[src/rtl/core/b64d_pkg.sv]
`default_nettype none
// ---------------------------------------------------------------------------
// b64d_pkg: shared types and constants for the Base64 stream decoder
// Character codes, error codes, the sextet map and the command record that
// travels from the front end to the back end.
// ---------------------------------------------------------------------------
package b64d_pkg;

  // ASCII codes of interest
  localparam logic [7:0] CHAR_PAD   = 8'h3D;  // '='
  localparam logic [7:0] CHAR_PLUS  = 8'h2B;  // '+'
  localparam logic [7:0] CHAR_SLASH = 8'h2F;  // '/'
  localparam logic [7:0] CHAR_UP_A  = 8'h41;
  localparam logic [7:0] CHAR_UP_Z  = 8'h5A;
  localparam logic [7:0] CHAR_LO_A  = 8'h61;
  localparam logic [7:0] CHAR_LO_Z  = 8'h7A;
  localparam logic [7:0] CHAR_DIG_0 = 8'h30;
  localparam logic [7:0] CHAR_DIG_9 = 8'h39;

  // Sextet values
  localparam logic [5:0] SEXTET_LOWER_BASE = 6'd26;
  localparam logic [5:0] SEXTET_DIGIT_BASE = 6'd52;
  localparam logic [5:0] SEXTET_PLUS       = 6'd62;
  localparam logic [5:0] SEXTET_SLASH      = 6'd63;

  // Group position that completes a group, flush position and bad length
  localparam logic [1:0] POS_THREE = 2'd3;
  localparam logic [1:0] POS_TWO   = 2'd2;
  localparam logic [1:0] LEN_ONE   = 2'd1;

  // Final result error codes
  localparam logic [1:0] ERR_NONE = 2'd0;
  localparam logic [1:0] ERR_CHAR = 2'd1;
  localparam logic [1:0] ERR_LEN  = 2'd2;

  // Beat counts of a command
  localparam logic [1:0] BEATS_ONE   = 2'd1;
  localparam logic [1:0] BEATS_TWO   = 2'd2;
  localparam logic [1:0] BEATS_THREE = 2'd3;

  // Sextet lookup result
  typedef struct packed {
    logic       ok;
    logic [5:0] value;
  } sextet_t;

  // One command: up to three beats, bytes packed first-out highest
  typedef struct packed {
    logic [23:0] data;
    logic [1:0]  nbeats;
    logic        bvalid;
    logic        end_flag;
    logic [1:0]  err;
  } b64d_cmd_t;

  // Queue status toward the top level
  typedef struct packed {
    logic full;
    logic empty;
  } b64d_qstat_t;

  // Map one character to its sextet
  function automatic sextet_t map_char(input logic [7:0] c);
    sextet_t s;
    s.ok    = 1'b1;
    s.value = '0;
    if (c >= CHAR_UP_A && c <= CHAR_UP_Z) begin
      s.value = 6'(c - CHAR_UP_A);
    end else if (c >= CHAR_LO_A && c <= CHAR_LO_Z) begin
      s.value = SEXTET_LOWER_BASE + 6'(c - CHAR_LO_A);
    end else if (c >= CHAR_DIG_0 && c <= CHAR_DIG_9) begin
      s.value = SEXTET_DIGIT_BASE + 6'(c - CHAR_DIG_0);
    end else if (c == CHAR_PLUS) begin
      s.value = SEXTET_PLUS;
    end else if (c == CHAR_SLASH) begin
      s.value = SEXTET_SLASH;
    end else begin
      s.ok = 1'b0;
    end
    return s;
  endfunction

endpackage
`default_nettype wire

[src/rtl/core/b64d_if.sv]
`default_nettype none
// ---------------------------------------------------------------------------
// b64d_if: stream channels of the Base64 decoder
// Character channel in, decoded byte channel out, valid/ready handshake.
// ---------------------------------------------------------------------------
interface b64d_char_if;
  logic       valid;
  logic       ready;
  logic [7:0] char_code;
  logic       last_char;

  modport source (output valid, char_code, last_char, input ready);
  modport sink   (input valid, char_code, last_char, output ready);
endinterface

interface b64d_byte_if;
  logic       valid;
  logic       ready;
  logic [7:0] out_byte;
  logic       byte_valid;
  logic       end_mark;
  logic [1:0] error_code;

  modport source (output valid, out_byte, byte_valid, end_mark, error_code, input ready);
  modport sink   (input valid, out_byte, byte_valid, end_mark, error_code, output ready);
endinterface
`default_nettype wire

[src/rtl/core/b64d_front.sv]
`default_nettype none
// ---------------------------------------------------------------------------
// b64d_front: character intake and classification
// Maps each character, keeps the open group and message state, and pushes a
// command whenever a character completes a group or ends the message.
// ---------------------------------------------------------------------------
module b64d_front (
  input  wire                 clk,
  input  wire                 rst_n,
  b64d_char_if.sink           in_chan,
  input  wire                 q_ready,
  output logic                q_push,
  output b64d_pkg::b64d_cmd_t q_cmd
);
  import b64d_pkg::*;

  logic [17:0] acc_r, acc_nxt;
  logic [1:0]  pos_r, pos_nxt;
  logic [1:0]  len_r, len_nxt;
  logic        pad_r, pad_nxt;
  logic [1:0]  err_r, err_nxt;

  sextet_t     sx;
  logic [23:0] full;
  logic        group_done;
  logic        beat_in;
  logic [1:0]  final_err;

  assign in_chan.ready = q_ready;
  assign beat_in       = in_chan.valid && q_ready;

  // Classify the character and update the open group
  always_comb begin
    sx         = map_char(in_chan.char_code);
    full       = {acc_r, sx.value};
    acc_nxt    = acc_r;
    pos_nxt    = pos_r;
    pad_nxt    = pad_r;
    err_nxt    = err_r;
    len_nxt    = len_r + 2'd1;
    group_done = 1'b0;
    if (!pad_r) begin
      if (in_chan.char_code == CHAR_PAD) begin
        pad_nxt = 1'b1;
      end else if (err_r == ERR_NONE) begin
        if (!sx.ok) begin
          err_nxt = ERR_CHAR;
        end else if (pos_r == POS_THREE) begin
          group_done = 1'b1;
          acc_nxt    = '0;
          pos_nxt    = '0;
        end else begin
          acc_nxt = full[17:0];
          pos_nxt = pos_r + 2'd1;
        end
      end
    end
    final_err = (len_nxt == LEN_ONE) ? ERR_LEN : err_nxt;
  end

  // Build the command for this beat
  always_comb begin
    q_cmd          = '0;
    q_cmd.nbeats   = BEATS_THREE;
    q_cmd.bvalid   = 1'b1;
    q_cmd.data     = full;
    q_push         = beat_in && (group_done || in_chan.last_char);
    if (in_chan.last_char) begin
      q_cmd.end_flag = 1'b1;
      if (final_err != ERR_NONE) begin
        q_cmd.data   = '0;
        q_cmd.nbeats = BEATS_ONE;
        q_cmd.bvalid = 1'b0;
        q_cmd.err    = final_err;
      end else if (!group_done) begin
        if (pos_nxt == POS_THREE) begin
          q_cmd.data   = {acc_nxt[17:2], 8'h00};
          q_cmd.nbeats = BEATS_TWO;
        end else if (pos_nxt == POS_TWO) begin
          q_cmd.data   = {acc_nxt[11:4], 16'h0000};
          q_cmd.nbeats = BEATS_ONE;
        end else begin
          q_cmd.data   = '0;
          q_cmd.nbeats = BEATS_ONE;
          q_cmd.bvalid = 1'b0;
        end
      end
    end
  end

  // Advance message state; clear it after the last character
  always_ff @(posedge clk) begin
    if (!rst_n) begin
      acc_r <= '0;
      pos_r <= '0;
      len_r <= '0;
      pad_r <= 1'b0;
      err_r <= ERR_NONE;
    end else if (beat_in) begin
      if (in_chan.last_char) begin
        acc_r <= '0;
        pos_r <= '0;
        len_r <= '0;
        pad_r <= 1'b0;
        err_r <= ERR_NONE;
      end else begin
        acc_r <= acc_nxt;
        pos_r <= pos_nxt;
        len_r <= len_nxt;
        pad_r <= pad_nxt;
        err_r <= err_nxt;
      end
    end
  end

endmodule
`default_nettype wire

[src/rtl/core/b64d_queue.sv]
`default_nettype none
// ---------------------------------------------------------------------------
// b64d_queue: command queue between front end and back end
// Small register FIFO; push and pop may happen in the same cycle.
// ---------------------------------------------------------------------------
module b64d_queue #(
  parameter int DEPTH = 4
) (
  input  wire                   clk,
  input  wire                   rst_n,
  input  wire                   push,
  input  b64d_pkg::b64d_cmd_t   push_cmd,
  output logic                  push_ready,
  input  wire                   pop,
  output b64d_pkg::b64d_cmd_t   pop_cmd,
  output logic                  pop_valid,
  output b64d_pkg::b64d_qstat_t stat
);
  import b64d_pkg::*;

  localparam int PTR_W = (DEPTH > 1) ? $clog2(DEPTH) : 1;
  localparam int CNT_W = $clog2(DEPTH + 1);

  b64d_cmd_t        entries_r [DEPTH];
  logic [PTR_W-1:0] wr_ptr_r, wr_ptr_nxt;
  logic [PTR_W-1:0] rd_ptr_r, rd_ptr_nxt;
  logic [CNT_W-1:0] count_r, count_nxt;
  logic             do_push, do_pop;

  assign push_ready = (count_r != CNT_W'(DEPTH));
  assign pop_valid  = (count_r != '0);
  assign pop_cmd    = entries_r[rd_ptr_r];
  assign stat.full  = !push_ready;
  assign stat.empty = !pop_valid;
  assign do_push    = push && push_ready;
  assign do_pop     = pop && pop_valid;

  // Wrap pointers, track fill level
  always_comb begin
    wr_ptr_nxt = wr_ptr_r;
    rd_ptr_nxt = rd_ptr_r;
    count_nxt  = count_r;
    if (do_push) begin
      wr_ptr_nxt = (wr_ptr_r == PTR_W'(DEPTH - 1)) ? '0 : wr_ptr_r + 1'b1;
    end
    if (do_pop) begin
      rd_ptr_nxt = (rd_ptr_r == PTR_W'(DEPTH - 1)) ? '0 : rd_ptr_r + 1'b1;
    end
    if (do_push && !do_pop) begin
      count_nxt = count_r + 1'b1;
    end else if (!do_push && do_pop) begin
      count_nxt = count_r - 1'b1;
    end
  end

  always_ff @(posedge clk) begin
    if (!rst_n) begin
      wr_ptr_r <= '0;
      rd_ptr_r <= '0;
      count_r  <= '0;
    end else begin
      wr_ptr_r <= wr_ptr_nxt;
      rd_ptr_r <= rd_ptr_nxt;
      count_r  <= count_nxt;
    end
  end

  // Store the pushed command
  always_ff @(posedge clk) begin
    if (do_push) begin
      entries_r[wr_ptr_r] <= push_cmd;
    end
  end

endmodule
`default_nettype wire

[src/rtl/core/b64d_back.sv]
`default_nettype none
// ---------------------------------------------------------------------------
// b64d_back: command execution and result output
// Takes one command, sends its beats through an output register one per cycle
// while ready is high, and fetches the next command as the last beat leaves.
// ---------------------------------------------------------------------------
module b64d_back (
  input  wire                 clk,
  input  wire                 rst_n,
  input  b64d_pkg::b64d_cmd_t q_cmd,
  input  wire                 q_valid,
  output logic                q_pop,
  b64d_byte_if.source         out_chan
);
  import b64d_pkg::*;

  b64d_cmd_t  cur_r;
  logic       cur_valid_r;
  logic [1:0] idx_r, idx_nxt;
  logic       out_valid_r;
  logic [7:0] byte_r, byte_nxt;
  logic       bvalid_r;
  logic       end_r, end_nxt;
  logic [1:0] err_r, err_nxt;
  logic       adv, last_beat;

  assign adv       = cur_valid_r && (!out_valid_r || out_chan.ready);
  assign last_beat = (idx_r == cur_r.nbeats - 2'd1);
  assign q_pop     = q_valid && (!cur_valid_r || (adv && last_beat));

  assign out_chan.valid      = out_valid_r;
  assign out_chan.out_byte   = byte_r;
  assign out_chan.byte_valid = bvalid_r;
  assign out_chan.end_mark   = end_r;
  assign out_chan.error_code = err_r;

  // Select the beat at the current index
  always_comb begin
    case (idx_r)
      2'd0:    byte_nxt = cur_r.data[23:16];
      2'd1:    byte_nxt = cur_r.data[15:8];
      default: byte_nxt = cur_r.data[7:0];
    endcase
    end_nxt = cur_r.end_flag && last_beat;
    err_nxt = end_nxt ? cur_r.err : ERR_NONE;
    idx_nxt = last_beat ? 2'd0 : idx_r + 2'd1;
  end

  // Hold the working command and beat index
  always_ff @(posedge clk) begin
    if (!rst_n) begin
      cur_valid_r <= 1'b0;
      idx_r       <= '0;
      out_valid_r <= 1'b0;
    end else begin
      if (adv) begin
        idx_r <= idx_nxt;
      end
      if (q_pop) begin
        cur_valid_r <= 1'b1;
      end else if (adv && last_beat) begin
        cur_valid_r <= 1'b0;
      end
      if (adv) begin
        out_valid_r <= 1'b1;
      end else if (out_chan.ready) begin
        out_valid_r <= 1'b0;
      end
    end
  end

  // Load payload registers
  always_ff @(posedge clk) begin
    if (q_pop) begin
      cur_r <= q_cmd;
    end
    if (adv) begin
      byte_r   <= byte_nxt;
      bvalid_r <= cur_r.bvalid;
      end_r    <= end_nxt;
      err_r    <= err_nxt;
    end
  end

endmodule
`default_nettype wire

[src/rtl/core/base64_stream_decoder_top.sv]
`default_nettype none
// ---------------------------------------------------------------------------
// base64_stream_decoder_top: streaming Base64 decoder
// Front end decodes characters into commands, a short queue decouples it
// from the back end, which sends up to three result beats per command.
//
//   channel   direction  payload
//   in_chan   sink       char_code[7:0], last_char
//   out_chan  source     out_byte[7:0], byte_valid, end_mark, error_code[1:0]
//
// One character per cycle while the queue has room; a full group of four
// characters yields three beats, so the input side sets the sustained rate.
// Results pass the queue, the command register and the output register.
// Synchronous active-low reset clears message state, queue and output.
// Either side may stall; the queue absorbs up to QUEUE_DEPTH commands.
// ---------------------------------------------------------------------------
module base64_stream_decoder_top #(
  parameter int QUEUE_DEPTH = 4
) (
  input  wire          clk,
  input  wire          rst_n,
  b64d_char_if.sink    in_chan,
  b64d_byte_if.source  out_chan
);
  import b64d_pkg::*;

  b64d_cmd_t   push_cmd, pop_cmd;
  logic        push, push_ready, pop, pop_valid;
  b64d_qstat_t q_stat;

  b64d_front u_front (
    .clk     (clk),
    .rst_n   (rst_n),
    .in_chan (in_chan),
    .q_ready (push_ready),
    .q_push  (push),
    .q_cmd   (push_cmd)
  );

  b64d_queue #(
    .DEPTH (QUEUE_DEPTH)
  ) u_queue (
    .clk        (clk),
    .rst_n      (rst_n),
    .push       (push),
    .push_cmd   (push_cmd),
    .push_ready (push_ready),
    .pop        (pop),
    .pop_cmd    (pop_cmd),
    .pop_valid  (pop_valid),
    .stat       (q_stat)
  );

  b64d_back u_back (
    .clk      (clk),
    .rst_n    (rst_n),
    .q_cmd    (pop_cmd),
    .q_valid  (pop_valid),
    .q_pop    (pop),
    .out_chan (out_chan)
  );

`ifndef SYNTHESIS
  // An error report is a lone end beat without data
  a_err_shape: assert property (@(posedge clk) disable iff (!rst_n)
    push && push_cmd.err != ERR_NONE |->
      push_cmd.end_flag && !push_cmd.bvalid && push_cmd.nbeats == BEATS_ONE)
    else $error("error command malformed");

  // A push without a pop leaves the queue non-empty
  a_push_fill: assert property (@(posedge clk) disable iff (!rst_n)
    push && push_ready && !pop |=> !q_stat.empty)
    else $error("queue lost a command");

  // Never pop from an empty queue
  a_pop_empty: assert property (@(posedge clk) disable iff (!rst_n)
    pop |-> !q_stat.empty)
    else $error("pop from empty queue");

  // Output error code appears only on an end beat
  a_out_err: assert property (@(posedge clk) disable iff (!rst_n)
    out_chan.valid && out_chan.error_code != ERR_NONE |->
      out_chan.end_mark && !out_chan.byte_valid)
    else $error("error code on non-final beat");
`endif

endmodule
`default_nettype wire

[src/flat_wrapper.sv]
// flat-port wrapper written by rule: the top's interface ports become plain ports
module base64_stream_decoder_top_flat import b64d_pkg::*;
#(
  parameter int QUEUE_DEPTH = 4
)
  (clk, rst_n, in_chan_valid, in_chan_char_code, in_chan_last_char, in_chan_ready, out_chan_valid, out_chan_out_byte, out_chan_byte_valid, out_chan_end_mark, out_chan_error_code, out_chan_ready);
  b64d_char_if in_chan_i ();
  b64d_byte_if out_chan_i ();
  input  wire clk;
  input  wire rst_n;
  input wire logic [$bits(in_chan_i.valid)-1:0] in_chan_valid;
  input wire logic [$bits(in_chan_i.char_code)-1:0] in_chan_char_code;
  input wire logic [$bits(in_chan_i.last_char)-1:0] in_chan_last_char;
  output wire logic [$bits(in_chan_i.ready)-1:0] in_chan_ready;
  output wire logic [$bits(out_chan_i.valid)-1:0] out_chan_valid;
  output wire logic [$bits(out_chan_i.out_byte)-1:0] out_chan_out_byte;
  output wire logic [$bits(out_chan_i.byte_valid)-1:0] out_chan_byte_valid;
  output wire logic [$bits(out_chan_i.end_mark)-1:0] out_chan_end_mark;
  output wire logic [$bits(out_chan_i.error_code)-1:0] out_chan_error_code;
  input wire logic [$bits(out_chan_i.ready)-1:0] out_chan_ready;
  assign in_chan_i.valid = in_chan_valid;
  assign in_chan_i.char_code = in_chan_char_code;
  assign in_chan_i.last_char = in_chan_last_char;
  assign in_chan_ready = in_chan_i.ready;
  assign out_chan_valid = out_chan_i.valid;
  assign out_chan_out_byte = out_chan_i.out_byte;
  assign out_chan_byte_valid = out_chan_i.byte_valid;
  assign out_chan_end_mark = out_chan_i.end_mark;
  assign out_chan_error_code = out_chan_i.error_code;
  assign out_chan_i.ready = out_chan_ready;
  base64_stream_decoder_top #(.QUEUE_DEPTH(QUEUE_DEPTH)) u_core (.clk(clk), .rst_n(rst_n), .in_chan(in_chan_i), .out_chan(out_chan_i));
endmodule
[config.mk]
export PLATFORM = sky130hd
export DESIGN_NAME = base64_stream_decoder_top_flat
export DESIGN_NICKNAME = d
export VERILOG_FILES = /design/src/rtl/core/b64d_pkg.sv /design/src/rtl/core/b64d_if.sv /design/src/rtl/core/b64d_front.sv /design/src/rtl/core/b64d_queue.sv /design/src/rtl/core/b64d_back.sv /design/src/rtl/core/base64_stream_decoder_top.sv /design/src/flat_wrapper.sv
export SDC_FILE = /design/constraint.sdc
export NUM_CORES = 1
export LEC_CHECK = 0
export BUFFER_PORTS_ARGS = -buffer_cell sky130_fd_sc_hd__buf_2
export CAP_MARGIN = 10
export CORE_MARGIN = 4
export CORE_UTILIZATION = 40
export CTS_BUF_LIST = sky130_fd_sc_hd__clkbuf_8
export DETAILED_ROUTE_END_ITERATION = 6
export GPL_TIMING_DRIVEN = 0
export PLACE_DENSITY = 0.66
export SETUP_SLACK_MARGIN = 0.4
export SYNTH_ARGS = -nofsm -noshare
export SYNTH_HDL_FRONTEND = slang
export SYNTH_SLANG_ARGS = --single-unit
[constraint.sdc]
create_clock -name clk -period 9.3 [get_ports clk]
set_input_delay 0.465 -clock clk [delete_from_list [all_inputs] [get_ports clk]]
set_output_delay 0.465 -clock clk [all_outputs]
set_load 0.03 [all_outputs]
## After elaboration in Yosys (flattened, before gate mapping)

Memory sizes are Yosys's and may differ from the RTL's. A register that Yosys moved wholly into a read port is not among the register bits.
Index checks and enable logic that the tools add are counted.

| storage, ports and cells | value |
|---|---|
| bits in registers | 48 |
| RAM bits | 120 |
| input port bits | 13 |
| output and inout port bits | 14 |
| memories kept | 1 |

Memory list:

| memory | words | bits a word | read ports | clocked after Yosys merged registers in | wr ports | RTL line | source |
|---|---|---|---|---|---|---|---|
| u_core.u_queue.entries_r | 4 | 30 | 1 | 1 | 1 | b64d_queue.sv:24 | `b64d_cmd_t entries_r [DEPTH];` |

| operators by class | value |
|---|---|
| $add $sub $neg | 13 |
| $lt $le $gt $ge | 6 |
| equality and inequality tests | 14 |
| multiplexer cells | 57 |
| reduce and logical (&&, ||, !) cells | 30 |

Operators with widths:

| kind | count |
|---|---|
| $mux 18 | 6 |
| $mux 27 | 2 |
| $mux 26 | 2 |
| $mux 2 | 17 |
| $mux 30 | 1 |
| $mux 6 | 5 |
| $eq 8x6->1 const B | 3 |
| $mux 1 | 21 |
| $ge 8x7->1 const B | 2 |
| $le 8x7->1 const B | 2 |
| $pmux 8 s2 | 1 |
| $logic_and 1x1->1 | 13 |
| $reduce_bool 2->1 | 6 |
| $sub 6x6->6 const B | 2 |
| $add 2x1->2 const B | 5 |
| $eq 2x2->1 const B | 5 |
| $ge 8x6->1 const B | 1 |
| $le 8x6->1 const B | 1 |
| $add 5x6->6 const A | 1 |
| $add 6x6->6 const A | 1 |
| $mux 3 | 2 |
| $sub 6x1->6 const B | 1 |
| $reduce_and 5->1 | 1 |
| $eq 2x1->1 const B | 2 |
| other kinds (10) | 17 |

## Longest topological paths before layout

Gate-level depths: netlist of run 1.

| depth | value |
|---|---|
| word-level depth | 17 |
| gate-level depth with buffers | 14 |
| gate-level depth less buffers | 13 |

## Cells and area by module

Synthesis of run 1 repeated with hierarchy kept, for this count alone.

| second synthesis, totals | value |
|---|---|
| cell total of the unflattened synthesis | 624 |
| area total of the unflattened synthesis | 8793.4 um^2 |

Modules (own cells, without submodules):

| module | instances | cells each | area each (um^2) | seq. area each (um^2) |
|---|---|---|---|---|
| b64d_queue | 1 | 209 | 4790.8 | 3783.6 |
| b64d_front | 1 | 314 | 2346.0 | 500.5 |
| b64d_back | 1 | 101 | 1656.6 | 1341.3 |

## Worst setup path before layout of run 1

OpenSTA, ideal clock, no wires.

| timing | value |
|---|---|
| path type | input-to-reg |
| start | input port in_chan_char_code[2] |
| end | register u_core.u_queue.count_r[2] |
| arrival time | 3.411 ns |
| data required time | 9.224 ns |
| setup slack | 5.813 ns |
| stages on the path | 14 |
| buffers on the path | 1 |
| cells stage by stage | clkbuf_2 > inv_1 > ha_1 > nor2b_1 > o21a_1 > o21ai_4 > o21ai_2 > a211oi_4 > ha_1 > inv_1 > fa_1 > xor2_1 > or3_1 > a21boi_0 |

| between the ends | value |
|---|---|
| longest elaborated chain between the ends | 16 |
| elaborated cells on any way between the ends | 29 |
| those cells by class | 6 x order compare; 3 x eq/ne; 10 x mux; 10 x reduce/logical |

RTL lines:

| item | RTL line | source |
|---|---|---|
| start: declaration | flat_wrapper.sv:12 | `input wire logic [$bits(in_chan_i.char_code)-1:0] in_chan_char_code;` |
| parallel branches: the longest is 8 deep, another holds $ge 8x6->1 | -- |  |
| $mux 1 * | b64d_front.sv:43 | `if (in_chan.char_code == CHAR_PAD) begin` |
| $mux 1 * | b64d_front.sv:42 | `if (!pad_r) begin` |
| $logic_or 1x1->1 * | b64d_front.sv:67 | `q_push = beat_in && (group_done \|\| in_chan.last_char);` |
| $logic_and 1x1->1 * | b64d_front.sv:67 |  |
| $logic_and 1x1->1 * | b64d_queue.sv:35 | `assign do_push = push && push_ready;` |
| via u_core.u_queue.do_push | b64d_queue.sv:28 | `logic do_push, do_pop;` |
| $logic_not 1->1 | b64d_queue.sv:51 | `end else if (!do_push && do_pop) begin` |
| $logic_and 1x1->1 | b64d_queue.sv:51 |  |
| $reduce_bool 2->1 (no source line) | -- |  |
| end signal: assignment | b64d_queue.sv:64 | `count_r <= count_nxt;` |
| end: declaration | b64d_queue.sv:27 | `logic [CNT_W-1:0] count_r, count_nxt;` |

Mark *: on every way through the listed nets, which the timed path passes.
A chain may end at the register's enable or synchronous reset.

## Worst setup path after layout of run 1

Ends and elaborated chain as after synthesis.

==> results of run 1 <==
[metrics by stage]
| stage | instance area [µm²] | power [mW] | worst slack [ns] | utilization, % | cells |
|---|---|---|---|---|---|
| finish | 9550 | 2.23 | 5.70 | 45.2 | 923 |
| CTS | 9530 | 2.24 | 5.77 | 45.0 | 922 |
| global placement | 9150 | 1.71 | 5.03 | 43.3 | 890 |
| detailed placement | 9160 | 1.73 | 5.26 | 43.3 | 890 |
| global route | 9550 | 2.35 | 5.53 | 45.2 | 923 |
| floorplan | 8680 | 1.57 | 5.81 | - | 590 |
[layout make-up]
cell class	count	area, µm²
Clock inverter	13	108
Tap cell	275	344
Fill cell	1851	11600
Sequential cell	198	5590
Inverter	26	97.6
Multi-Input combinational cell	339	2870
Clock buffer	19	262
Timing Repair Buffer	26	153
Buffer	27	131
[synth_stat cells, types with 3 or more instances]
master / count / area (µm²)
dfxtp_1: 36 / 721
and3_1: 6 / 37.5
nand3_1: 9 / 45.0
or3_1: 3 / 18.8
buf_2: 5 / 25.0
a311oi_1: 3 / 26.3
inv_1: 26 / 97.6
buf_1: 5 / 18.8
mux2i_1: 6 / 60.1
a21boi_0: 5 / 37.5
a22o_1: 8 / 70.1
edfxtp_1: 162 / 4860
a221o_1: 5 / 50.1
nor3_1: 5 / 25.0
a32oi_1: 5 / 43.8
nand4_1: 3 / 18.8
a21o_1: 3 / 22.5
nand2b_1: 3 / 18.8
a21oi_1: 12 / 60.1
ha_1: 19 / 238
xor2_1: 4 / 35.0
nand2_1: 42 / 158
o2111ai_1: 3 / 26.3
o21ai_0: 14 / 70.1
nor2_1: 24 / 90.1
nor2b_1: 34 / 213
clkbuf_1: 12 / 45.0
and2_1: 12 / 75.1
mux4_2: 30 / 676
a22oi_1: 25 / 188
[worst max-delay path: stages]
cell and delay, ns:
buf_2 0.10, clkbuf_2 0.19, inv_1 0.13, ha_1 0.31, nor2b_1 0.18, o21a_1 0.24
o21ai_4 0.31, o21ai_2 0.22, a211oi_4 0.43, ha_1 0.26, inv_1 0.07, fa_1 0.43
xor2_1 0.17, or3_1 0.31, a21boi_0 0.16
[worst paths after layout]
path | startpoint | end | slack, ns | cells after the start
min reg2reg | u_core.u_back.cur_r[3]$_DFFE_PP_ | u_core.u_back.out_chan.byte_valid$_DFFE_PP_ | 0.43 | 0
max reg2reg | u_core.u_front.err_r[1]$_SDFFE_PN0P_ | u_core.u_queue.count_r[2]$_SDFFE_PN0P_ | 6.11 | 10
min | out_chan_ready | u_core.u_back.out_chan.valid$_SDFFE_PN0P_ | 0.34 | 3
max | in_chan_char_code[2] | u_core.u_queue.count_r[2]$_SDFFE_PN0P_ | 5.70 | 15
[cell usage in the layout (no fill, tap or decap), types with 4 or more instances in the layout]
cell	synthesis	routed
and2_1	12	8
clkbuf_8	0	19
a21boi_0	5	5
xor2_1	4	4
edfxtp_1	162	162
mux2i_1	6	6
a32oi_1	5	5
a22oi_1	25	25
a22o_1	8	8
ha_1	19	19
and2_2	0	4
buf_2	5	30
nand3_1	9	9
and3_1	6	6
clkbuf_1	12	12
nor2_1	24	24
nor3_1	5	5
inv_1	26	29
nand2_1	42	42
a21oi_1	12	12
a221o_1	5	5
mux4_2	30	30
buf_1	5	5
o21ai_0	14	14
nor2b_1	34	34
dfxtp_1	36	36
[power by group]
part	internal, mW	switching, mW	leakage [nW]	total (mW)
logic	0.206	0.333	1.17	0.539
registers	1.13	0.0464	1.73	1.18
clock network	0.226	0.285	0.206	0.511
[registers in the layout, summed over array words and instances, names as in the netlist]
name                               count
u_core.u_queue.entries_r             120
u_core.u_front.pad_r                   1
u_core.u_front.acc_r                  18
u_core.u_back.out_chan.end_mark        1
u_core.u_front.err_r                   2
u_core.u_back.idx_r                    2
u_core.u_back.cur_valid_r              1
u_core.u_back.out_chan.out_byte        8
u_core.u_back.out_chan.valid           1
u_core.u_queue.rd_ptr_r                2
u_core.u_back.out_chan.error_code      2
u_core.u_front.pos_r                   2
u_core.u_queue.wr_ptr_r                2
u_core.u_front.len_r                   2
u_core.u_back.out_chan.byte_valid      1
u_core.u_back.cur_r                   30
u_core.u_queue.count_r                 3
[layer usage]
layer | wire, µm | up-vias | track usage, %
met3 | 809 | 33 | 2.98
met5 | 0 | - | 0
met1 | 7450 | 2550 | 19.1
li1 | - | 2377 | -
met2 | 8560 | 165 | 25.1
met4 | 404 | 0 | 5.46
[cell families after synthesis]
family	count (synthesis)
adder cells (fa/ha/maj)	20
XOR/XNOR	6
flip-flops	198
buffers and inverters	53
AO/OA/AOI/OAI	123
AND/OR/NAND/NOR	153
multiplexers	37
==> flow_summary.ini, run 1 <==
[final_layout]
final_layout_size_suffix_gt1_share_pct = 18.4
finalNetCount = 668
diodes = 0
area_delta_synth_final_pct = 10.0

[synthesis]
synth.mux.area_fraction_pct = 8.60
synth-edff-count = 162
synth_area_um2 = 8680
synth_seq_area_share_pct = 64.3
async_flop_share_pct = 0
synth-adder-area-share_pct = 2.97
post_synth.cell_area_avg_um2 = 14.7
synth_top_family_by_area = compound AO/OA/AOI/OAI gates
synth_compound_area_share_pct = 11.4
synthDistinctLibCells = 78
yosys.area_share.xor_xnor_pct = 0.605
synth-simple-area-share_pct = 9.41
yosysWarnings = 0
syn_nets = 623
synth_seq_cells = 198
syn-instance-count = 590
synth_ff_type = edfxtp_1

[cts]
post_cts_resized = 0
cts_buffers = 17
worstSkewPairLatency_ns = 0.46
clock-sinks = 198
tritoncts = yes
max-clock-path-buffers = 2
clk_pin_slew_ns = 0.09
cts_hold_buf = 0
cts_max_level = 4
root_buffer = clkbuf_8
postCtsSetupBuffers = 0

[sta]
tightest_slew_ns = 0.982
hold_ws_ns = 0.335
slew_headroom_pct = 34.1
rsz0062_at_grt = false
finalCriticalPeriod_ns = 3.60
setup_viol = 0
fin_skew_ns = 0.0167
hold_viol = 0
fmax_ghz = 0.278
final_max_slew_viol_count = 0
fin_tns_setup_ns = 0
fin_crit_sh_pct = 38.7

[routing]
drtAntennaViolNets = 0
vias_per_cell = 5.55
firstDrtPassIters = 7
drt_iter0_markers = 390
wirelength_um = 17200
route.detailed.drc = 0
wl_per_cell_um = 18.7
vias = 5125

[power]
leakagePower_nw = 3.10
ir_drop_mv = 0.0972
power_density_nw_per_um2 = 233

[critical_path]
worstPathArrival_ns = 3.99
worst-path-max-fanout = 9
crit_type = input port to register
crit_path_end_kind = register
cp-start-kind = input port
cp_data_required_time_ns = 9.69

[die]
core.rowCount = 53
pin_count = 27
fp.coreArea_um2 = 21200
die-area_um2 = 24100
fp.dieH_um = 155
initial_core_util_pct = 41.0
chipWidth_um = 155

[place]
io_buffer_count = 25
gp_congestion = 0.865
hpwl_um = 12000

[global_route]
antenna_found_initial = 0
track_usage_pct = 14.9
gr-total-overflow = 0
grt_pass1_vias = 5111
grt_max_degree = 31
grt_pass1_wl_um = 27900

[min_path]
hp-class = input port to register

[outcome]
status = finished, final reports clean

[flow_run]
cap_violations = 0
No activity file was read; power rests on OpenSTA's default activity.
==> run 2, diff against run 1 <==
==> constraint.sdc (replaced) <==
create_clock -name clk -period 3.65 [get_ports clk]
set_input_delay 0.1825 -clock clk [delete_from_list [all_inputs] [get_ports clk]]
set_output_delay 0.1825 -clock clk [all_outputs]
set_load 0.03 [all_outputs]
==> run 2 against run 1 <==
- flip-flop and latch count is the same
- global-route usage is the same
- utilization grew 0.17 points
- setup slack lost 5.2 ns
- first-iteration DRC count up 16%
- wire length rose by 0.39%
- critical path type unchanged
- critical endpoint unchanged
==> flow_summary.ini, run 2 (synthesis results as in run 1) <==
[min_path]
hp-start = out_chan_ready
holdPathStages = 3
hold_path_end = u_core.u_back.out_chan.valid$_SDFFE_PN0P_
hp-class = input port to register

[sta]
setup_viol = 0
fin_skew_ns = 0.0168
fmax_ghz = 0.322
finalCriticalPeriod_ns = 3.11
final_max_slew_viol_count = 0
fin_crit_sh_pct = 85.2
tightest_slew_ns = 0.908
slew_headroom_pct = 39.5
fin_tns_setup_ns = 0
hold_ws_ns = 0.0528
rsz0062_at_grt = true
hold_viol = 0

[power]
ir_drop_mv = 0.248
power_density_nw_per_um2 = 594
leakagePower_nw = 3.13
power_mw = 5.69

[routing]
wirelength_um = 17300
drt_iter0_markers = 452
wl_per_cell_um = 18.7
firstDrtPassIters = 5
vias_per_cell = 5.54
route.detailed.drc = 0
vias = 5137
drtAntennaViolNets = 0

[final_layout]
fill_cells = 1849
layout_commonest_cell = edfxtp_1
final_util_pct = 45.3
stdcell_count = 927
layout_common_cells = 162 x edfxtp_1, 42 x nand2_1, 36 x dfxtp_1
finalNetCount = 672
top_register = u_core.u_queue.entries_r
diodes = 0
area_delta_synth_final_pct = 10.4
final_layout_size_suffix_gt1_share_pct = 19.0
top_regs = u_core.u_queue.entries_r: 120 flops, u_core.u_back.cur_r: 30 flops, u_core.u_front.acc_r: 18 flops
largest_reg_flops = 120

[die]
pin_count = 27
die-area_um2 = 24100
initial_core_util_pct = 41.0
fp.coreArea_um2 = 21200
fp.dieH_um = 155
chipWidth_um = 155
core.rowCount = 53

[critical_path]
reg2reg_depth = 10
crit_cells = 15
worstPathArrival_ns = 3.50
crit_path_end_kind = register
path_cells = buf_2, clkbuf_2, inv_1, ha_1, nor2b_1, o21a_1, o21ai_4, o21ai_2, a211oi_4, ha_1, inv_1, fa_1, xor2_1, or3_1, a21boi_0
cp-start-kind = input port
crit_family = compound AO/OA/AOI/OAI gates
critPathBufInv = 4
cp_data_required_time_ns = 4.04
critPathMaxStageDelay_ns = 0.43
reg2reg_from = u_core.u_front.err_r[1]$_SDFFE_PN0P_
slowest_stage = fa_1
crit_type = input port to register
r2r-end = u_core.u_queue.count_r[2]$_SDFFE_PN0P_
reg2reg_slack_ns = 0.66
worst-path-max-fanout = 8

[cts]
clk_pin_slew_ns = 0.10
root_buffer = clkbuf_8
clock-sinks = 198
cts_buffers = 17
cts_max_level = 4
cts_hold_buf = 0
max-clock-path-buffers = 2
worstSkewPairLatency_ns = 0.46
tritoncts = yes

[global_route]
grt_pass1_wl_um = 27900
track_usage_pct = 14.9
antenna_found_initial = 0
gr-total-overflow = 0
grt_max_degree = 31
grt_pass1_vias = 5111

[place]
placed_cells = 890
hpwl_um = 12000
gp_congestion = 0.865
io_buffer_count = 25

[flow_run]
cap_violations = 0

[outcome]
status = finished, final reports clean
## run 2: metal layers
layer | global-route usage (%) | wire (µm) | share of wire, %
met5 | 0 | 0 | 0
met4 | 5.46 | 395 | 2.3
met3 | 2.98 | 810 | 4.7
met2 | 25.1 | 8680 | 50
met1 | 19.1 | 7410 | 43
## run 2: worst max-delay path by stage
stage,slack (ns),from,end
floorplan,0.45,in_chan_char_code[2],u_core.u_queue.count_r[2]$_SDFFE_PN0P_
detailed placement,-0.11,in_chan_char_code[2],u_core.u_queue.count_r[2]$_SDFFE_PN0P_
global route,0.39,in_chan_char_code[2],u_core.u_queue.entries_r[2][3]$_DFFE_PP_
finish,0.54,in_chan_char_code[2],u_core.u_queue.count_r[2]$_SDFFE_PN0P_
CTS,0.40,in_chan_char_code[2],u_core.u_queue.count_r[2]$_SDFFE_PN0P_
global placement,-0.33,in_chan_char_code[2],u_core.u_queue.entries_r[2][27]$_DFFE_PP_
## run 2: power breakdown
part / internal, mW / leakage [nW] / switching (mW)
clock network: 0.575 / 0.206 / 0.735
logic: 0.527 / 1.19 / 0.853
registers: 2.88 / 1.73 / 0.118
total: 3.99 / 3.13 / 1.71
## run 2: repair_timing
item | in CTS | in global routing
resized for setup | 0 | 1
setup buffers | 0 | 4
endpoints found under the setup margin | 0 | 5
## run 2: worst register-to-register path, stage by stage, from the launching register on
cell      delay, ns
dfxtp_1        0.35
or3_4          0.41
a31oi_4        0.29
o21ai_2        0.23
a211oi_4       0.28
ha_1           0.23
inv_1          0.07
fa_1           0.43
xor2_1         0.17
or3_1          0.31
a21boi_0       0.16
## run 2: cell type report
cell class / count / area, µm² / share of cell area [%]
plain buffers: 27 / 131 / 1.37
repair buffers: 30 / 183 / 1.91
inverters: 26 / 97.6 / 1.02
well taps: 275 / 344 / 3.59
clock buffers: 19 / 262 / 2.73
clock inverters: 13 / 108 / 1.12
multi-input cells: 339 / 2880 / 30.0
flip-flops and latches: 198 / 5590 / 58.2
## run 2: through the flow
| step | cell area [µm²] | setup WS (ns) |
|---|---|---|
| 4_1_cts | 9530 | 0.401 |
| 6_report | 9590 | 0.540 |
| 2_1_floorplan | 8680 | 0.446 |
| 5_1_grt | 9590 | 0.387 |
| 3_3_place_gp | 9150 | -0.333 |
| 3_5_place_dp | 9160 | -0.109 |
==> run 3, diff against run 2 <==
--- a/config.mk
+++ b/config.mk
@@ -5,6 +5,7 @@
 export SDC_FILE = /design/constraint.sdc
 export NUM_CORES = 1
 export LEC_CHECK = 0
+export ABC_AREA = 1
 export BUFFER_PORTS_ARGS = -buffer_cell sky130_fd_sc_hd__buf_2
 export CAP_MARGIN = 10
 export CORE_MARGIN = 4
==> run 3 against run 2 <==
- fmax grew 9.5%
- combinational power grew 33%
- cell area grew 4.2%
- critical path depth grew 3
- die area grew 3.8%
- setup slack gained 0.27 ns
- clock skew shrank 0.00085 ns
- hold slack lost 0.018 ns
- synthesized cell count grew 49%
- register-to-register slack gained 0.20 ns
- cell count grew 32%
==> flow_summary.ini, run 3 <==
[final_layout]
area_delta_synth_final_pct = 10.6
fill_cells = 2049
layout_common_cells = 186 x nand2_1, 162 x edfxtp_1, 107 x nor2_1
fin_area_um2 = 9990
seqCellArea_um2 = 5590
top_regs = u_core.u_queue.entries_r: 120 flops, u_core.u_back.cur_r: 30 flops, u_core.u_front.acc_r: 18 flops
top_register = u_core.u_queue.entries_r
finalNetCount = 963
layout_commonest_cell = nand2_1
multiInputGateArea_um2 = 3040
diodes = 0
final_layout_size_suffix_gt1_share_pct = 12.1
largest_reg_flops = 120

[place]
placed_cell_area_um2 = 9600
io_buffer_count = 24
gp_congestion = 0.865
hpwl_um = 13800
preCtsSetupSlack_ns = 0.344

[sta]
hold_viol = 0
final_max_slew_viol_count = 0
fmax_ghz = 0.352
tightest_slew_ns = 0.971
fin_skew_ns = 0.0159
setup_ws_ns = 0.811
hold_ws_ns = 0.0345
finalCriticalPeriod_ns = 2.84
fin_crit_sh_pct = 77.8
setup_viol = 0
rsz0062_at_grt = false
slew_headroom_pct = 35.1

[die]
chipWidth_um = 158
core.rowCount = 54
pin_count = 27
initial_core_util_pct = 41.0
die-area_um2 = 25000
fp.coreArea_um2 = 22000
fp.dieH_um = 158

[critical_path]
slowest_stage = o21ai_2
reg2reg_from = u_core.u_front.pos_r[1]$_SDFFE_PN0P_
cp-start-kind = input port
cp_data_required_time_ns = 4.00
crit_path_end_kind = register
reg2reg_slack_ns = 0.86
crit_path_frequent_cell = inv_1
reg2reg_depth = 13
crit_start = in_chan_char_code[2]
path_cells = buf_2, inv_2, ha_1, nand2_1, inv_1, nand3_1, nand2_1, a21oi_1, nand3_4, nand2_4, nor2_4, o21ai_2, inv_1, ha_1, inv_1, fa_1, o21ai_0, a21oi_1
crit_end = u_core.u_queue.count_r[1]$_SDFFE_PN0P_
worstPathArrival_ns = 3.19
crit_type = input port to register
r2r-end = u_core.u_queue.count_r[2]$_SDFFE_PN0P_
critPathMaxStageDelay_ns = 0.53
worst-path-max-fanout = 8

[routing]
firstDrtPassIters = 5
route.detailed.drc = 0
drt_iter0_markers = 564
vias_per_cell = 5.05
vias = 6169
drtAntennaViolNets = 0
wl_per_cell_um = 15.9
wirelength_um = 19500

[synthesis]
syn_nets = 915
synth_top_family_by_area = simple AND/OR/NAND/NOR gates
synthTopCellsByArea = edfxtp_1 54%, dfxtp_1 8.0%, nand2_1 7.7%
yosysWarnings = 0
yosysTopAreaCell = edfxtp_1
synth.top_cells.by_count = 186 x nand2_1, 162 x edfxtp_1, 112 x nor2_1
synth_compound_area_share_pct = 11.3
synth_seq_cells = 198
yosys.area_share.xor_xnor_pct = 0.873
post_synth.cell_area_avg_um2 = 10.2
synth-simple-area-share_pct = 18.2
synth_seq_area_share_pct = 61.9
yosysMostFrequentCell = nand2_1
synth_ff_type = edfxtp_1
synthDistinctLibCells = 43
synth-adder-area-share_pct = 2.85
yosys.area.top_type_share_pct = 53.9
synth_area_um2 = 9030
synth.mux.area_fraction_pct = 0
syn-instance-count = 882
synth-edff-count = 162
async_flop_share_pct = 0

[power]
power_density_nw_per_um2 = 628
leakagePower_nw = 3.75
ir_drop_mv = 0.364

[global_route]
antenna_found_initial = 0
gr-total-overflow = 0
grt_pass1_vias = 5982
grt_max_degree = 31
grt_pass1_wl_um = 31400
track_usage_pct = 16.3

[min_path]
hp-class = input port to register
holdPathStages = 3

[cts]
worstSkewPairLatency_ns = 0.48
cts_buffers = 17
cts_max_level = 4
root_buffer = clkbuf_8
postCtsSetupBuffers = 0
max-clock-path-buffers = 2
clk_pin_slew_ns = 0.09
clock-sinks = 198
tritoncts = yes

[outcome]
status = finished, final reports clean

[flow_run]
cap_violations = 0
## run 3: cell types whose count changed in the layout (fill, tap and decap cells not counted), moves of 29 or more
cell | previous run | this run
nand2_1 | 42 | 186
nor2_1 | 24 | 107
o21ai_0 | 14 | 82
nor2b_1 | 34 | 0
mux4_2 | 30 | 0
o22ai_1 | 2 | 31
## run 3: how the worst min path moves through the flow
stage / startpoint / endpoint / slack (ns)
floorplan: in_chan_last_char / u_core.u_queue.entries_r[0][2]$_DFFE_PP_ / 0.28
global placement: u_core.u_back.cur_r[3]$_DFFE_PP_ / u_core.u_back.out_chan.byte_valid$_DFFE_PP_ / 0.41
detailed placement: u_core.u_back.cur_r[3]$_DFFE_PP_ / u_core.u_back.out_chan.byte_valid$_DFFE_PP_ / 0.41
CTS: rst_n / u_core.u_front.err_r[1]$_SDFFE_PN0P_ / 0.003
global route: rst_n / u_core.u_front.err_r[1]$_SDFFE_PN0P_ / 0.03
finish: rst_n / u_core.u_front.err_r[1]$_SDFFE_PN0P_ / 0.03
## run 3: kinds of logic after synthesis
kind of cell             Yosys count
AND/OR/NAND/NOR                  370
flip-flops                       198
AO/OA/AOI/OAI                    181
buffers and inverters            104
adder cells (fa/ha/maj)           20
XOR/XNOR                           9
## run 3: stage by stage
stage | utilization [%] | power [mW] | std cells | setup TNS [ns]
finish | 45.4 | 6.27 | 1222 | 0
global route | 45.4 | 6.66 | 1222 | 0
CTS | 45.3 | 6.30 | 1222 | 0
detailed placement | 43.6 | 4.99 | 1189 | 0
global placement | 43.1 | 4.91 | 1186 | -88.19
floorplan | - | 4.38 | 882 | 0
## run 3: per-layer routing
layer,share of wire (%),vias to the layer above,track usage (%),wire (µm)
met1,44,2882,21.1,8660
li1,-,3133,-,-
met2,49,125,27.7,9620
met5,0,-,0,0
met4,1.9,0,5.24,365
met3,4.2,29,3.13,826
## run 3: critical path: cells and delay by family
family / cells / cell delay (ns)
compound gates: 4 / 1.01
fa+ha+maj: 3 / 0.91
buf+inv: 5 / 0.57
simple gates: 6 / 0.51
## run 3: timing repair
item,in CTS,in global routing
setup endpoints to repair,0,2
resized for setup,0,1
hold buffers,2,0
endpoints found under the hold margin,5,0
## run 3: cell type report
cell class | instances | share of cell area [%]
clock inverter | 14 | 1.37
inverter | 66 | 2.48
multi-input combinational | 580 | 30.4
clock buffer | 17 | 2.34
timing repair buffer | 29 | 2.03
buffer | 38 | 1.97
tap | 280 | 3.51
sequential | 198 | 55.9
## run 3: power breakdown
part / leakage, nW / internal, mW / switching [mW]
combinational: 1.72 / 0.533 / 1.30
sequential: 1.84 / 2.97 / 0.135
clock: 0.188 / 0.598 / 0.741
total: 3.75 / 4.10 / 2.17
